File: config.mk
export PLATFORM = sky130hd
export DESIGN_NAME = yuv420_block_to_rgb_top_flat
export DESIGN_NICKNAME = d
export VERILOG_FILES = /design/src/hw/rtl/y2r_pkg.sv /design/src/hw/rtl/y2r_if.sv /design/src/hw/rtl/y2r_chroma.sv /design/src/hw/rtl/y2r_lane.sv /design/src/hw/rtl/yuv420_block_to_rgb_top.sv /design/src/flat_wrapper.sv
export SDC_FILE = /design/constraint.sdc
export NUM_CORES = 2
export LEC_CHECK = 0
export ABC_AREA = 0
export ABC_CLOCK_PERIOD_IN_PS = 10900
export BUFFER_PORTS_ARGS = -buffer_cell sky130_fd_sc_hd__buf_2
export CAP_MARGIN = 10
export CORE_MARGIN = 1.5
export CORE_UTILIZATION = 55
export DETAILED_ROUTE_END_ITERATION = 10
export PLACE_DENSITY = 0.76
export SETUP_SLACK_MARGIN = 0.2
export SYNTH_ARGS = -nofsm -noshare
export SYNTH_HDL_FRONTEND = slang
export SYNTH_HIERARCHICAL = 1
export SYNTH_SLANG_ARGS = --single-unit
File: constraint.sdc
create_clock -name clk -period 10.9 [get_ports clk]
set_clock_uncertainty 0.2 [all_clocks]
set_input_delay 1.635 -clock clk [delete_from_list [all_inputs] [get_ports clk]]
set_output_delay 1.635 -clock clk [all_outputs]
set_load 0.02 [all_outputs]
File: src/hw/rtl/y2r_pkg.sv
// shared constants, types and clamp function for the yuv 4:2:0 to rgb converter
`default_nettype none

package y2r_pkg;

	localparam int PIX_W  = 8;
	localparam int LANES  = 4;
	localparam int FRAC_W = 16;
	localparam int OFF_W  = PIX_W + 1;
	localparam int SUM_W  = 27;

	localparam logic signed [SUM_W-1:0] LUMA_GAIN = 27'sd76309;
	localparam logic signed [SUM_W-1:0] CR_TO_R   = 27'sd104597;
	localparam logic signed [SUM_W-1:0] CB_TO_G   = 27'sd25675;
	localparam logic signed [SUM_W-1:0] CR_TO_G   = 27'sd53279;
	localparam logic signed [SUM_W-1:0] CB_TO_B   = 27'sd132201;
	localparam logic signed [OFF_W-1:0] LUMA_BLACK = 9'sd16;

	localparam logic [PIX_W-1:0] PIX_MIN = '0;
	localparam logic [PIX_W-1:0] PIX_MAX = '1;

	typedef logic signed [SUM_W-1:0] sum_t;
	typedef logic signed [OFF_W-1:0] off_t;

	typedef struct packed {
		logic [PIX_W-1:0] r;
		logic [PIX_W-1:0] g;
		logic [PIX_W-1:0] b;
	} pix_t;

	typedef struct packed {
		sum_t r;
		sum_t g;
		sum_t b;
	} chroma_t;

	typedef struct packed {
		logic adv_s1;
		logic adv_s2;
		logic adv_s3;
		logic adv_s4;
	} stage_ctl_t;

	// floor shift by the fraction bits, then saturate to a byte
	function automatic logic [PIX_W-1:0] shift_clamp(input sum_t s);
		logic [PIX_W-1:0] res;
		priority if (s[SUM_W-1]) begin
			res = PIX_MIN;
		end else if (|s[SUM_W-2:FRAC_W+PIX_W]) begin
			res = PIX_MAX;
		end else begin
			res = s[FRAC_W+PIX_W-1:FRAC_W];
		end
		return res;
	endfunction

endpackage

`default_nettype wire

File: src/hw/rtl/y2r_if.sv
// valid/ready channel interfaces for the yuv block word and the rgb block word
`default_nettype none

interface y2r_yuv_if;
	import y2r_pkg::*;

	logic             valid;
	logic             ready;
	logic [PIX_W-1:0] luma_top_left;
	logic [PIX_W-1:0] luma_top_right;
	logic [PIX_W-1:0] luma_bottom_left;
	logic [PIX_W-1:0] luma_bottom_right;
	logic [PIX_W-1:0] u_sample;
	logic [PIX_W-1:0] v_sample;

	modport source (
		output valid, luma_top_left, luma_top_right, luma_bottom_left,
		       luma_bottom_right, u_sample, v_sample,
		input  ready
	);

	modport sink (
		input  valid, luma_top_left, luma_top_right, luma_bottom_left,
		       luma_bottom_right, u_sample, v_sample,
		output ready
	);
endinterface

interface y2r_rgb_if;
	import y2r_pkg::*;

	logic             valid;
	logic             ready;
	logic [PIX_W-1:0] red_top_left;
	logic [PIX_W-1:0] green_top_left;
	logic [PIX_W-1:0] blue_top_left;
	logic [PIX_W-1:0] red_top_right;
	logic [PIX_W-1:0] green_top_right;
	logic [PIX_W-1:0] blue_top_right;
	logic [PIX_W-1:0] red_bottom_left;
	logic [PIX_W-1:0] green_bottom_left;
	logic [PIX_W-1:0] blue_bottom_left;
	logic [PIX_W-1:0] red_bottom_right;
	logic [PIX_W-1:0] green_bottom_right;
	logic [PIX_W-1:0] blue_bottom_right;

	modport source (
		output valid, red_top_left, green_top_left, blue_top_left,
		       red_top_right, green_top_right, blue_top_right,
		       red_bottom_left, green_bottom_left, blue_bottom_left,
		       red_bottom_right, green_bottom_right, blue_bottom_right,
		input  ready
	);

	modport sink (
		input  valid, red_top_left, green_top_left, blue_top_left,
		       red_top_right, green_top_right, blue_top_right,
		       red_bottom_left, green_bottom_left, blue_bottom_left,
		       red_bottom_right, green_bottom_right, blue_bottom_right,
		output ready
	);
endinterface

`default_nettype wire

File: src/hw/rtl/y2r_chroma.sv
// shared chroma terms of one block, two pipeline stages
`default_nettype none

module y2r_chroma (
	input  wire logic                    clk,
	input  wire y2r_pkg::stage_ctl_t     ctl,
	input  wire logic [y2r_pkg::PIX_W-1:0] u_sample,
	input  wire logic [y2r_pkg::PIX_W-1:0] v_sample,
	output y2r_pkg::chroma_t             chroma_s2
);
	import y2r_pkg::*;

	logic signed [PIX_W-1:0] u_off;
	logic signed [PIX_W-1:0] v_off;
	sum_t r_prod_s1;
	sum_t cbg_prod_s1;
	sum_t crg_prod_s1;
	sum_t b_prod_s1;

	// flipping the top bit takes off the offset of 128
	assign u_off = {~u_sample[PIX_W-1], u_sample[PIX_W-2:0]};
	assign v_off = {~v_sample[PIX_W-1], v_sample[PIX_W-2:0]};

	always_ff @(posedge clk) begin
		if (ctl.adv_s1) begin
			r_prod_s1   <= CR_TO_R * SUM_W'(v_off);
			cbg_prod_s1 <= CB_TO_G * SUM_W'(u_off);
			crg_prod_s1 <= CR_TO_G * SUM_W'(v_off);
			b_prod_s1   <= CB_TO_B * SUM_W'(u_off);
		end
	end

	always_ff @(posedge clk) begin
		if (ctl.adv_s2) begin
			chroma_s2.r <= r_prod_s1;
			chroma_s2.g <= cbg_prod_s1 + crg_prod_s1;
			chroma_s2.b <= b_prod_s1;
		end
	end

endmodule

`default_nettype wire

File: src/hw/rtl/y2r_lane.sv
// one pixel lane: luma product, channel sums, shift and clamp
`default_nettype none

module y2r_lane (
	input  wire logic                      clk,
	input  wire y2r_pkg::stage_ctl_t       ctl,
	input  wire logic [y2r_pkg::PIX_W-1:0] luma,
	input  wire y2r_pkg::chroma_t          chroma_s2,
	output y2r_pkg::pix_t                  pix_s4
);
	import y2r_pkg::*;

	off_t luma_off;
	sum_t luma_s1;
	sum_t luma_s2;
	sum_t r_sum_s3;
	sum_t g_sum_s3;
	sum_t b_sum_s3;

	assign luma_off = $signed({1'b0, luma}) - LUMA_BLACK;

	always_ff @(posedge clk) begin
		if (ctl.adv_s1) begin
			luma_s1 <= LUMA_GAIN * SUM_W'(luma_off);
		end
		if (ctl.adv_s2) begin
			luma_s2 <= luma_s1;
		end
		if (ctl.adv_s3) begin
			r_sum_s3 <= luma_s2 + chroma_s2.r;
			g_sum_s3 <= luma_s2 - chroma_s2.g;
			b_sum_s3 <= luma_s2 + chroma_s2.b;
		end
		if (ctl.adv_s4) begin
			pix_s4.r <= shift_clamp(r_sum_s3);
			pix_s4.g <= shift_clamp(g_sum_s3);
			pix_s4.b <= shift_clamp(b_sum_s3);
		end
	end

endmodule

`default_nettype wire

File: src/hw/rtl/yuv420_block_to_rgb_top.sv
// top level: an accepted yuv word is registered through stages s1, s2, s3 and s4 to the valid rgb word
// throughput one 2x2 block per cycle while rgb.ready is high, four luma lanes and one shared chroma unit
// each stage holds only while it is full and the stage after it is stalled
// arst_n clears the stage valid bits only; datapath registers are not reset
`default_nettype none

module yuv420_block_to_rgb_top (
	input  wire logic clk,
	input  wire logic arst_n,
	y2r_yuv_if.sink   yuv,
	y2r_rgb_if.source rgb
);
	import y2r_pkg::*;

	logic       v_s1;
	logic       v_s2;
	logic       v_s3;
	logic       v_s4;
	stage_ctl_t ctl;
	chroma_t    chroma_s2;
	logic [PIX_W-1:0] luma [LANES];
	pix_t       pix [LANES];

	// stall chain from the output back to the input
	assign ctl.adv_s4 = !v_s4 || rgb.ready;
	assign ctl.adv_s3 = !v_s3 || ctl.adv_s4;
	assign ctl.adv_s2 = !v_s2 || ctl.adv_s3;
	assign ctl.adv_s1 = !v_s1 || ctl.adv_s2;
	assign yuv.ready  = ctl.adv_s1;

	always_ff @(posedge clk or negedge arst_n) begin
		if (!arst_n) begin
			v_s1 <= 1'b0;
			v_s2 <= 1'b0;
			v_s3 <= 1'b0;
			v_s4 <= 1'b0;
		end else begin
			if (ctl.adv_s1) begin
				v_s1 <= yuv.valid;
			end
			if (ctl.adv_s2) begin
				v_s2 <= v_s1;
			end
			if (ctl.adv_s3) begin
				v_s3 <= v_s2;
			end
			if (ctl.adv_s4) begin
				v_s4 <= v_s3;
			end
		end
	end

	assign luma[0] = yuv.luma_top_left;
	assign luma[1] = yuv.luma_top_right;
	assign luma[2] = yuv.luma_bottom_left;
	assign luma[3] = yuv.luma_bottom_right;

	y2r_chroma u_chroma (
		.clk       (clk),
		.ctl       (ctl),
		.u_sample  (yuv.u_sample),
		.v_sample  (yuv.v_sample),
		.chroma_s2 (chroma_s2)
	);

	for (genvar i = 0; i < LANES; i++) begin : g_lane
		y2r_lane u_lane (
			.clk       (clk),
			.ctl       (ctl),
			.luma      (luma[i]),
			.chroma_s2 (chroma_s2),
			.pix_s4    (pix[i])
		);
	end

	// merge lane results into the rgb word
	assign rgb.valid              = v_s4;
	assign rgb.red_top_left       = pix[0].r;
	assign rgb.green_top_left     = pix[0].g;
	assign rgb.blue_top_left      = pix[0].b;
	assign rgb.red_top_right      = pix[1].r;
	assign rgb.green_top_right    = pix[1].g;
	assign rgb.blue_top_right     = pix[1].b;
	assign rgb.red_bottom_left    = pix[2].r;
	assign rgb.green_bottom_left  = pix[2].g;
	assign rgb.blue_bottom_left   = pix[2].b;
	assign rgb.red_bottom_right   = pix[3].r;
	assign rgb.green_bottom_right = pix[3].g;
	assign rgb.blue_bottom_right  = pix[3].b;

	a_full_stall: assert property (@(posedge clk) disable iff (!arst_n)
		v_s1 && v_s2 && v_s3 && v_s4 && !rgb.ready |-> !yuv.ready)
		else $error("input taken while every stage is full and output stalled");

	a_accept_fills: assert property (@(posedge clk) disable iff (!arst_n)
		yuv.valid && yuv.ready |=> v_s1)
		else $error("accepted word missing from first stage");

	a_empty_ready: assert property (@(posedge clk) disable iff (!arst_n)
		!v_s1 |-> yuv.ready)
		else $error("input stalled with first stage empty");

	a_advance: assert property (@(posedge clk) disable iff (!arst_n)
		v_s3 && ctl.adv_s4 |=> v_s4)
		else $error("word lost between third stage and output");

endmodule

`default_nettype wire

File: src/flat_wrapper.sv
// flat-port wrapper written by rule: the top's interface ports become plain ports
module yuv420_block_to_rgb_top_flat import y2r_pkg::*;
  (clk, arst_n, yuv_valid, yuv_luma_top_left, yuv_luma_top_right, yuv_luma_bottom_left, yuv_luma_bottom_right, yuv_u_sample, yuv_v_sample, yuv_ready, rgb_valid, rgb_red_top_left, rgb_green_top_left, rgb_blue_top_left, rgb_red_top_right, rgb_green_top_right, rgb_blue_top_right, rgb_red_bottom_left, rgb_green_bottom_left, rgb_blue_bottom_left, rgb_red_bottom_right, rgb_green_bottom_right, rgb_blue_bottom_right, rgb_ready);
  y2r_yuv_if yuv_i ();
  y2r_rgb_if rgb_i ();
  input  wire logic clk;
  input  wire logic arst_n;
  input wire logic [$bits(yuv_i.valid)-1:0] yuv_valid;
  input wire logic [$bits(yuv_i.luma_top_left)-1:0] yuv_luma_top_left;
  input wire logic [$bits(yuv_i.luma_top_right)-1:0] yuv_luma_top_right;
  input wire logic [$bits(yuv_i.luma_bottom_left)-1:0] yuv_luma_bottom_left;
  input wire logic [$bits(yuv_i.luma_bottom_right)-1:0] yuv_luma_bottom_right;
  input wire logic [$bits(yuv_i.u_sample)-1:0] yuv_u_sample;
  input wire logic [$bits(yuv_i.v_sample)-1:0] yuv_v_sample;
  output wire logic [$bits(yuv_i.ready)-1:0] yuv_ready;
  output wire logic [$bits(rgb_i.valid)-1:0] rgb_valid;
  output wire logic [$bits(rgb_i.red_top_left)-1:0] rgb_red_top_left;
  output wire logic [$bits(rgb_i.green_top_left)-1:0] rgb_green_top_left;
  output wire logic [$bits(rgb_i.blue_top_left)-1:0] rgb_blue_top_left;
  output wire logic [$bits(rgb_i.red_top_right)-1:0] rgb_red_top_right;
  output wire logic [$bits(rgb_i.green_top_right)-1:0] rgb_green_top_right;
  output wire logic [$bits(rgb_i.blue_top_right)-1:0] rgb_blue_top_right;
  output wire logic [$bits(rgb_i.red_bottom_left)-1:0] rgb_red_bottom_left;
  output wire logic [$bits(rgb_i.green_bottom_left)-1:0] rgb_green_bottom_left;
  output wire logic [$bits(rgb_i.blue_bottom_left)-1:0] rgb_blue_bottom_left;
  output wire logic [$bits(rgb_i.red_bottom_right)-1:0] rgb_red_bottom_right;
  output wire logic [$bits(rgb_i.green_bottom_right)-1:0] rgb_green_bottom_right;
  output wire logic [$bits(rgb_i.blue_bottom_right)-1:0] rgb_blue_bottom_right;
  input wire logic [$bits(rgb_i.ready)-1:0] rgb_ready;
  assign yuv_i.valid = yuv_valid;
  assign yuv_i.luma_top_left = yuv_luma_top_left;
  assign yuv_i.luma_top_right = yuv_luma_top_right;
  assign yuv_i.luma_bottom_left = yuv_luma_bottom_left;
  assign yuv_i.luma_bottom_right = yuv_luma_bottom_right;
  assign yuv_i.u_sample = yuv_u_sample;
  assign yuv_i.v_sample = yuv_v_sample;
  assign yuv_ready = yuv_i.ready;
  assign rgb_valid = rgb_i.valid;
  assign rgb_red_top_left = rgb_i.red_top_left;
  assign rgb_green_top_left = rgb_i.green_top_left;
  assign rgb_blue_top_left = rgb_i.blue_top_left;
  assign rgb_red_top_right = rgb_i.red_top_right;
  assign rgb_green_top_right = rgb_i.green_top_right;
  assign rgb_blue_top_right = rgb_i.blue_top_right;
  assign rgb_red_bottom_left = rgb_i.red_bottom_left;
  assign rgb_green_bottom_left = rgb_i.green_bottom_left;
  assign rgb_blue_bottom_left = rgb_i.blue_bottom_left;
  assign rgb_red_bottom_right = rgb_i.red_bottom_right;
  assign rgb_green_bottom_right = rgb_i.green_bottom_right;
  assign rgb_blue_bottom_right = rgb_i.blue_bottom_right;
  assign rgb_i.ready = rgb_ready;
  yuv420_block_to_rgb_top u_core (.clk(clk), .arst_n(arst_n), .yuv(yuv_i), .rgb(rgb_i));
endmodule
### Word level (Yosys, flattened, before mapping)

Index checks and enable logic that the tools add are counted.

| operators by class | value |
|---|---|
| add/subtract/negate cells | 17 |
| bitwise gates (word level) | 2 |
| multiply operators | 8 |
| reductions and logical operators | 20 |
| muxes and demuxes | 12 |

Operator list:

| cell | number |
|---|---|
| $add 27x27->27 | 9 |
| $mul 18x9->27 const A | 4 |
| $sub 27x27->27 | 4 |
| $mux 8 | 12 |
| $sub 8x5->9 const B | 4 |
| $mul 19x8->27 const A | 1 |
| $mul 18x8->26 const A | 1 |
| $mul 17x8->25 const A | 1 |
| $mul 16x8->24 const A | 1 |
| $reduce_or 2->1 | 12 |
| $logic_not 1->1 | 4 |
| $logic_or 1x1->1 | 4 |
| $not 1->1 | 2 |

| storage, ports and cells | value |
|---|---|
| input port bits | 52 |
| output and inout bits | 98 |
| logic and storage cells | 102 |
| register bits after elaboration | 829 |

### Longest topological paths before layout

| depth | value |
|---|---|
| depth in word-level cells | 5 |
| depth in mapped cells | 20 |
| depth with buffers taken out | 20 |

### Cells and area by module

The synthesis kept the hierarchy.

Modules (own cells, without submodules):

| module | cells an instance | sequential area each (um^2) | area an instance (um^2) | instances |
|---|---|---|---|---|
| y2r_lane at u_core.g_lane[2].u_lane ... | 763 | 3,333.2 | 8,464.4 | 2 |
| y2r_chroma | 1,248 | 5,405.2 | 14,328.7 | 1 |
| y2r_lane at u_core.g_lane[1].u_lane | 776 | 3,333.2 | 8,494.4 | 1 |
| y2r_lane at u_core.g_lane[0].u_lane | 745 | 3,333.2 | 8,370.5 | 1 |
| yuv420_block_to_rgb_top | 13 | 100.1 | 168.9 | 1 |

### Worst setup path before layout

OpenSTA, ideal clock, no wires.

| path | value |
|---|---|
| path type | input -> register |
| start | in rgb_ready |
| end | reg u_core.g_lane[0].u_lane.luma_s1[0], enable pin |
| stages on the path | 2 |
| slack | 0.485 ns |
| data arrival time | 7.556 ns |
| data required time | 8.041 ns |
| path buffers | 0 |
| setup time | 2.659 ns |
| cells stage by stage | nor2b_4 > nand4_1 |

| on the way | value |
|---|---|
| word-level cells in the longest chain between the ends | 4 |

Ends and longest elaborated chain:

| what | RTL line | source |
|---|---|---|
| from (decl) | flat_wrapper.sv:29 | `input wire logic [$bits(rgb_i.ready)-1:0] rgb_ready;` |
| $logic_or 1x1->1 | yuv420_block_to_rgb_top.sv:25 | `assign ctl.adv_s4 = !v_s4 \|\| rgb.ready;` |
| $logic_or 1x1->1 | yuv420_block_to_rgb_top.sv:26 | `assign ctl.adv_s3 = !v_s3 \|\| ctl.adv_s4;` |
| $logic_or 1x1->1 | yuv420_block_to_rgb_top.sv:27 | `assign ctl.adv_s2 = !v_s2 \|\| ctl.adv_s3;` |
| $logic_or 1x1->1 | yuv420_block_to_rgb_top.sv:28 | `assign ctl.adv_s1 = !v_s1 \|\| ctl.adv_s2;` |
| named net yuv_ready | flat_wrapper.sv:15 | `output wire logic [$bits(yuv_i.ready)-1:0] yuv_ready;` |
| to (signal assigned) | y2r_lane.sv:24 | `luma_s1 <= LUMA_GAIN * SUM_W'(luma_off);` |
| to (decl) | y2r_lane.sv:14 | `sum_t luma_s1;` |

The timed path passes the listed nets, and every way through them passes these cells.
A chain may end at the register's enable or synchronous reset.

### Final worst setup path

| path | value |
|---|---|
| start | in yuv_luma_top_right[4] |
| end | reg u_core.g_lane[1].u_lane.luma_s1[25] (data pin) |

| on the way | value |
|---|---|
| word-level cells in the longest chain between the ends | 2 |

Ends and longest elaborated chain:

| what | RTL line | source |
|---|---|---|
| from (decl) | flat_wrapper.sv:10 | `input wire logic [$bits(yuv_i.luma_top_right)-1:0] yuv_luma_top_right;` |
| $sub 8x5->9 | y2r_lane.sv:20 | `assign luma_off = $signed({1'b0, luma}) - LUMA_BLACK;` |
| $mul 18x9->27 | y2r_lane.sv:24 |  |
| to (signal assigned) | y2r_lane.sv:24 |  |
| to (decl) | y2r_lane.sv:14 |  |

Every way passes these cells.

==> flow_metrics.tcl <==
set metrics [dict create \
    cts-root-buf "clkbuf_16" \
    yosysUniqueCellTypes 101 \
    ir_drop_uv 150 \
    relSlewSlack 0.297 \
    rsz0062_at_grt "no" \
    critPathArrivalTime_ns 7.33 \
    cts_buffer_depth 3 \
    vias_per_cell 5.81 \
    gp_congestion 0.959 \
    htreeDepth 3 \
    dr_wl_met2_um 50400 \
    startpoint "yuv_luma_top_right[4]" \
    fin_crit_sh 0.660 \
    totalWireLength_um 113000 \
    synthCells 4308 \
    synth_top_cell_area_share 0.388 \
    antenna_found_initial 1 \
    synth.yosys.seq_area_share 0.390 \
    grt_util_all_layers 0.252 \
    leakage_nw 24.6 \
    ys_seq_elements 628 \
    start_util 0.556 \
    dpl.hpwl_um 91600 \
    grt_remaining_overflow 0 \
    worst_pin_slew_ns 1.06 \
    status "finished clean" \
    drtPass1Iterations 5 \
    fmax_mhz 139 \
    die_w_um 299 \
    wl_met3_um 7240 \
    syn_to_final_growth_pct 8.98 \
    hold_viol 0 \
    reg2reg_slack_ns 7.34 \
    cts_inserted_buffers 67 \
    synth_area_per_cell_um2 11.2 \
    diodes 0 \
    yosysWarnings 6 \
    wl_per_cell_um 19.8 \
    synth_top_flop_cell "edfxtp_1" \
    drt_iter0_drc 2931 \
    start_kind "primary input" \
    dp.cells 5589 \
    layout-drive-gt1-share 0.0755 \
    drcViolationCount 0 \
    post-cts-setup-buffer-count 0 \
    syn-num-nets 5403 \
    clock-sinks 628 \
    synth_edf_count 624 \
    grt_first_pass_wirelength_um 176000 \
    cts_tree "built" \
    synth_area_um2 48300 \
    synth_area_leader_cell "edfxtp_1" \
    critPathKind "in -> reg" \
    grt_pass1_vias 32000 \
    cts_resized 0 \
    core_region_area_um2 86900 \
    synth_area_leaders "edfxtp_1, ha_1, fa_1" \
    power_density_nw_per_um2 315 \
    cts.clk_slew.worst_paths_ns 0.06 \
    instances_no_fill 5711 \
    crit_path_max_fanout 8 \
    rr_endpoint "u_core/g_lane[1].u_lane/b_sum_s3[21]$_DFFE_PP_" \
    rows 108 \
    grt_max_degree 174 \
    fin_setup_tns_ns 0 \
    clk_latency_ns 0.64 \
    final_net_count 5598 \
    reg2regPathDepth 8 \
    cp-end-kind "flip-flop" \
    routed-via-count 33200 \
    hold_path_class "reg -> reg" \
    postSynth.asyncResetShare 0.00637 \
    drt-met1-wl_um 51700 \
    ctsHoldBuffers 0 \
    io_pins 150 \
    dieArea_um2 89600 \
    setup_viol_count_final 0 \
    crit_required_ns 11.03 \
    final_antenna_net_count 0 \
    period_needed_ns 7.19 \
    slew_violations 0 \
    cp-endpoint "u_core/g_lane[1].u_lane/luma_s1[25]$_DFFE_PP_" \
    dpl_cell_area_um2 50400 \
    stdcell_area_um2 52600 \
    r2r_start "u_core/u_chroma/chroma_s2[2]$_DFFE_PP_" \
    die_h_um 299 \
    portBuffers 149 \
    drv_cap 0 \
    top_layer_used "met4" \
]
## cells by family (layout without fill, tap and decap cells)
kind of cell	count (synthesis)	in the layout	synth area share
fa+ha+maj	1043	1043	0.296
mux	4	4	0.000855
xor+xnor	282	282	0.0511
flops	628	628	0.390
simple gates	854	854	0.0836
compound gates	963	963	0.137
buf+inv	534	782	0.0416
## sequential cells by signal, summed over array words and instances, names as in the netlist
| signal | count |
|---|---|
| u_core/g_lane.u_lane/r_sum_s3 | 44 |
| u_core/g_lane.u_lane/b_sum_s3 | 44 |
| u_core/u_chroma/chroma_s2 | 80 |
| u_core/g_lane.u_lane/pix_s4 | 96 |
| u_core/u_chroma/cbg_prod_s1 | 24 |
| u_core/v_s2 | 1 |
| u_core/g_lane.u_lane/luma_s2 | 108 |
| u_core/u_chroma/crg_prod_s1 | 24 |
| u_core/v_s1 | 1 |
| u_core/v_s3 | 1 |
| u_core/g_lane.u_lane/luma_s1 | 108 |
| u_core/g_lane.u_lane/g_sum_s3 | 44 |
| u_core/rgb.valid | 1 |
| u_core/u_chroma/b_prod_s1 | 26 |
| u_core/u_chroma/r_prod_s1 | 26 |
## final cells by class
class	count	area [µm²]
sequential	628	18800
clock inverter	44	438
multi-input combinational	3146	27500
timing repair buffer	159	833
inverter	501	1880
clock buffer	78	1740
fill	6896	34300
tap	1155	1450
## worst max-delay path: stages
cell	delay (ns)
buf_2	0.10
inv_1	0.23
ha_1	0.23
nor3b_2	0.77
ha_1	0.39
inv_1	0.10
fa_1	0.55
inv_1	0.06
fa_1	0.48
fa_1	0.49
ha_1	0.31
ha_1	0.37
a21o_1	0.18
a21o_1	0.17
a21o_1	0.19
a2bb2oi_1	0.19
nand2_1	0.10
or4_1	0.47
a31oi_1	0.24
xnor2_1	0.09
## worst min-delay path by stage
stage / startpoint / endpoint / slack (ns) / cells after the start
2_1_floorplan: u_core/g_lane[0].u_lane/luma_s1[0]$_DFFE_PP_ / u_core/g_lane[0].u_lane/luma_s2[0]$_DFFE_PP_ / 0.20 / 0
3_3_place_gp: u_core/g_lane[1].u_lane/luma_s1[19]$_DFFE_PP_ / u_core/g_lane[1].u_lane/luma_s2[19]$_DFFE_PP_ / 0.20 / 0
3_5_place_dp: u_core/g_lane[2].u_lane/luma_s1[11]$_DFFE_PP_ / u_core/g_lane[2].u_lane/luma_s2[11]$_DFFE_PP_ / 0.20 / 0
4_1_cts: u_core/g_lane[2].u_lane/luma_s1[12]$_DFFE_PP_ / u_core/g_lane[2].u_lane/luma_s2[12]$_DFFE_PP_ / 0.18 / 0
5_1_grt: u_core/g_lane[2].u_lane/luma_s1[12]$_DFFE_PP_ / u_core/g_lane[2].u_lane/luma_s2[12]$_DFFE_PP_ / 0.20 / 0
6_report: u_core/g_lane[2].u_lane/luma_s1[12]$_DFFE_PP_ / u_core/g_lane[2].u_lane/luma_s2[12]$_DFFE_PP_ / 0.19 / 0
## where the power goes
| part | switching (W) | total, W | internal [W] |
|---|---|---|---|
| registers | 0.00101 | 0.00539 | 0.00438 |
| logic | 0.00527 | 0.00898 | 0.00371 |
| clock network | 0.000942 | 0.00222 | 0.00128 |
| total | 0.00722 | 0.0166 | 0.00938 |
## synth_stat cells (10+ instances only)
cell	instances
o31ai_1	15
o21ai_0	147
a211oi_1	32
clkbuf_1	19
nor3b_1	11
and2_1	15
xnor2_1	179
a21oi_1	291
o211ai_1	15
o2111ai_1	10
a211o_1	16
a31oi_1	18
a2111oi_0	20
and3_1	38
or2_2	17
inv_1	501
nand2b_1	31
edfxtp_1	624
xor2_1	103
and4_1	15
a311oi_1	15
nand2_1	166
fa_1	165
ha_1	878
nor3_1	29
o21ai_1	16
buf_1	13
a21oi_2	11
o21a_1	59
nand4_1	33
nand3_1	76
nor2_1	351
a21o_1	141
o21bai_1	35
nor2b_1	35
## through the flow
step / utilization / worst slack [ns] / total power (W) / hold slack (ns)
finish: 0.606 / 3.71 / 0.0166 / 0.187
global route: 0.606 / 3.45 / 0.0178 / 0.198
CTS: 0.606 / 3.69 / 0.0165 / 0.176
detailed placement: 0.581 / 3.05 / 0.0142 / 0.205
global placement: 0.581 / 3.22 / 0.0139 / 0.202
floorplan: - / 0.485 / 0.0116 / 0.200
## metal layers
metal | vias up | GRT usage
li1 | 16100 | -
met1 | 15800 | 0.357
met2 | 1088 | 0.404
met3 | 210 | 0.0290
met4 | 0 | 0.0885
met5 | - | 0
## layout by cell type, fill, tap and decap left out, types with 11 or more instances in the layout
| cell | n |
|---|---|
| ha_1 | 878 |
| edfxtp_1 | 624 |
| inv_1 | 500 |
| nor2_1 | 351 |
| a21oi_1 | 291 |
| xnor2_1 | 179 |
| nand2_1 | 166 |
| fa_1 | 165 |
| buf_2 | 149 |
| o21ai_0 | 147 |
| a21o_1 | 141 |
| xor2_1 | 103 |
| nand3_1 | 76 |
| clkbuf_16 | 68 |
| o21a_1 | 59 |
| and3_1 | 38 |
| nor2b_1 | 35 |
| o21bai_1 | 35 |
| nand4_1 | 33 |
| a211oi_1 | 32 |
| nand2b_1 | 31 |
| nor3_1 | 29 |
| a2111oi_0 | 20 |
| a31oi_1 | 18 |
| or2_2 | 17 |
| clkinv_1 | 16 |
| a211o_1 | 16 |
| o21ai_1 | 16 |
| and2_1 | 15 |
| and4_1 | 15 |
| o211ai_1 | 15 |
| a311oi_1 | 15 |
| o31ai_1 | 15 |
| a21oi_2 | 11 |
Power figures use the tool's default switching activity.
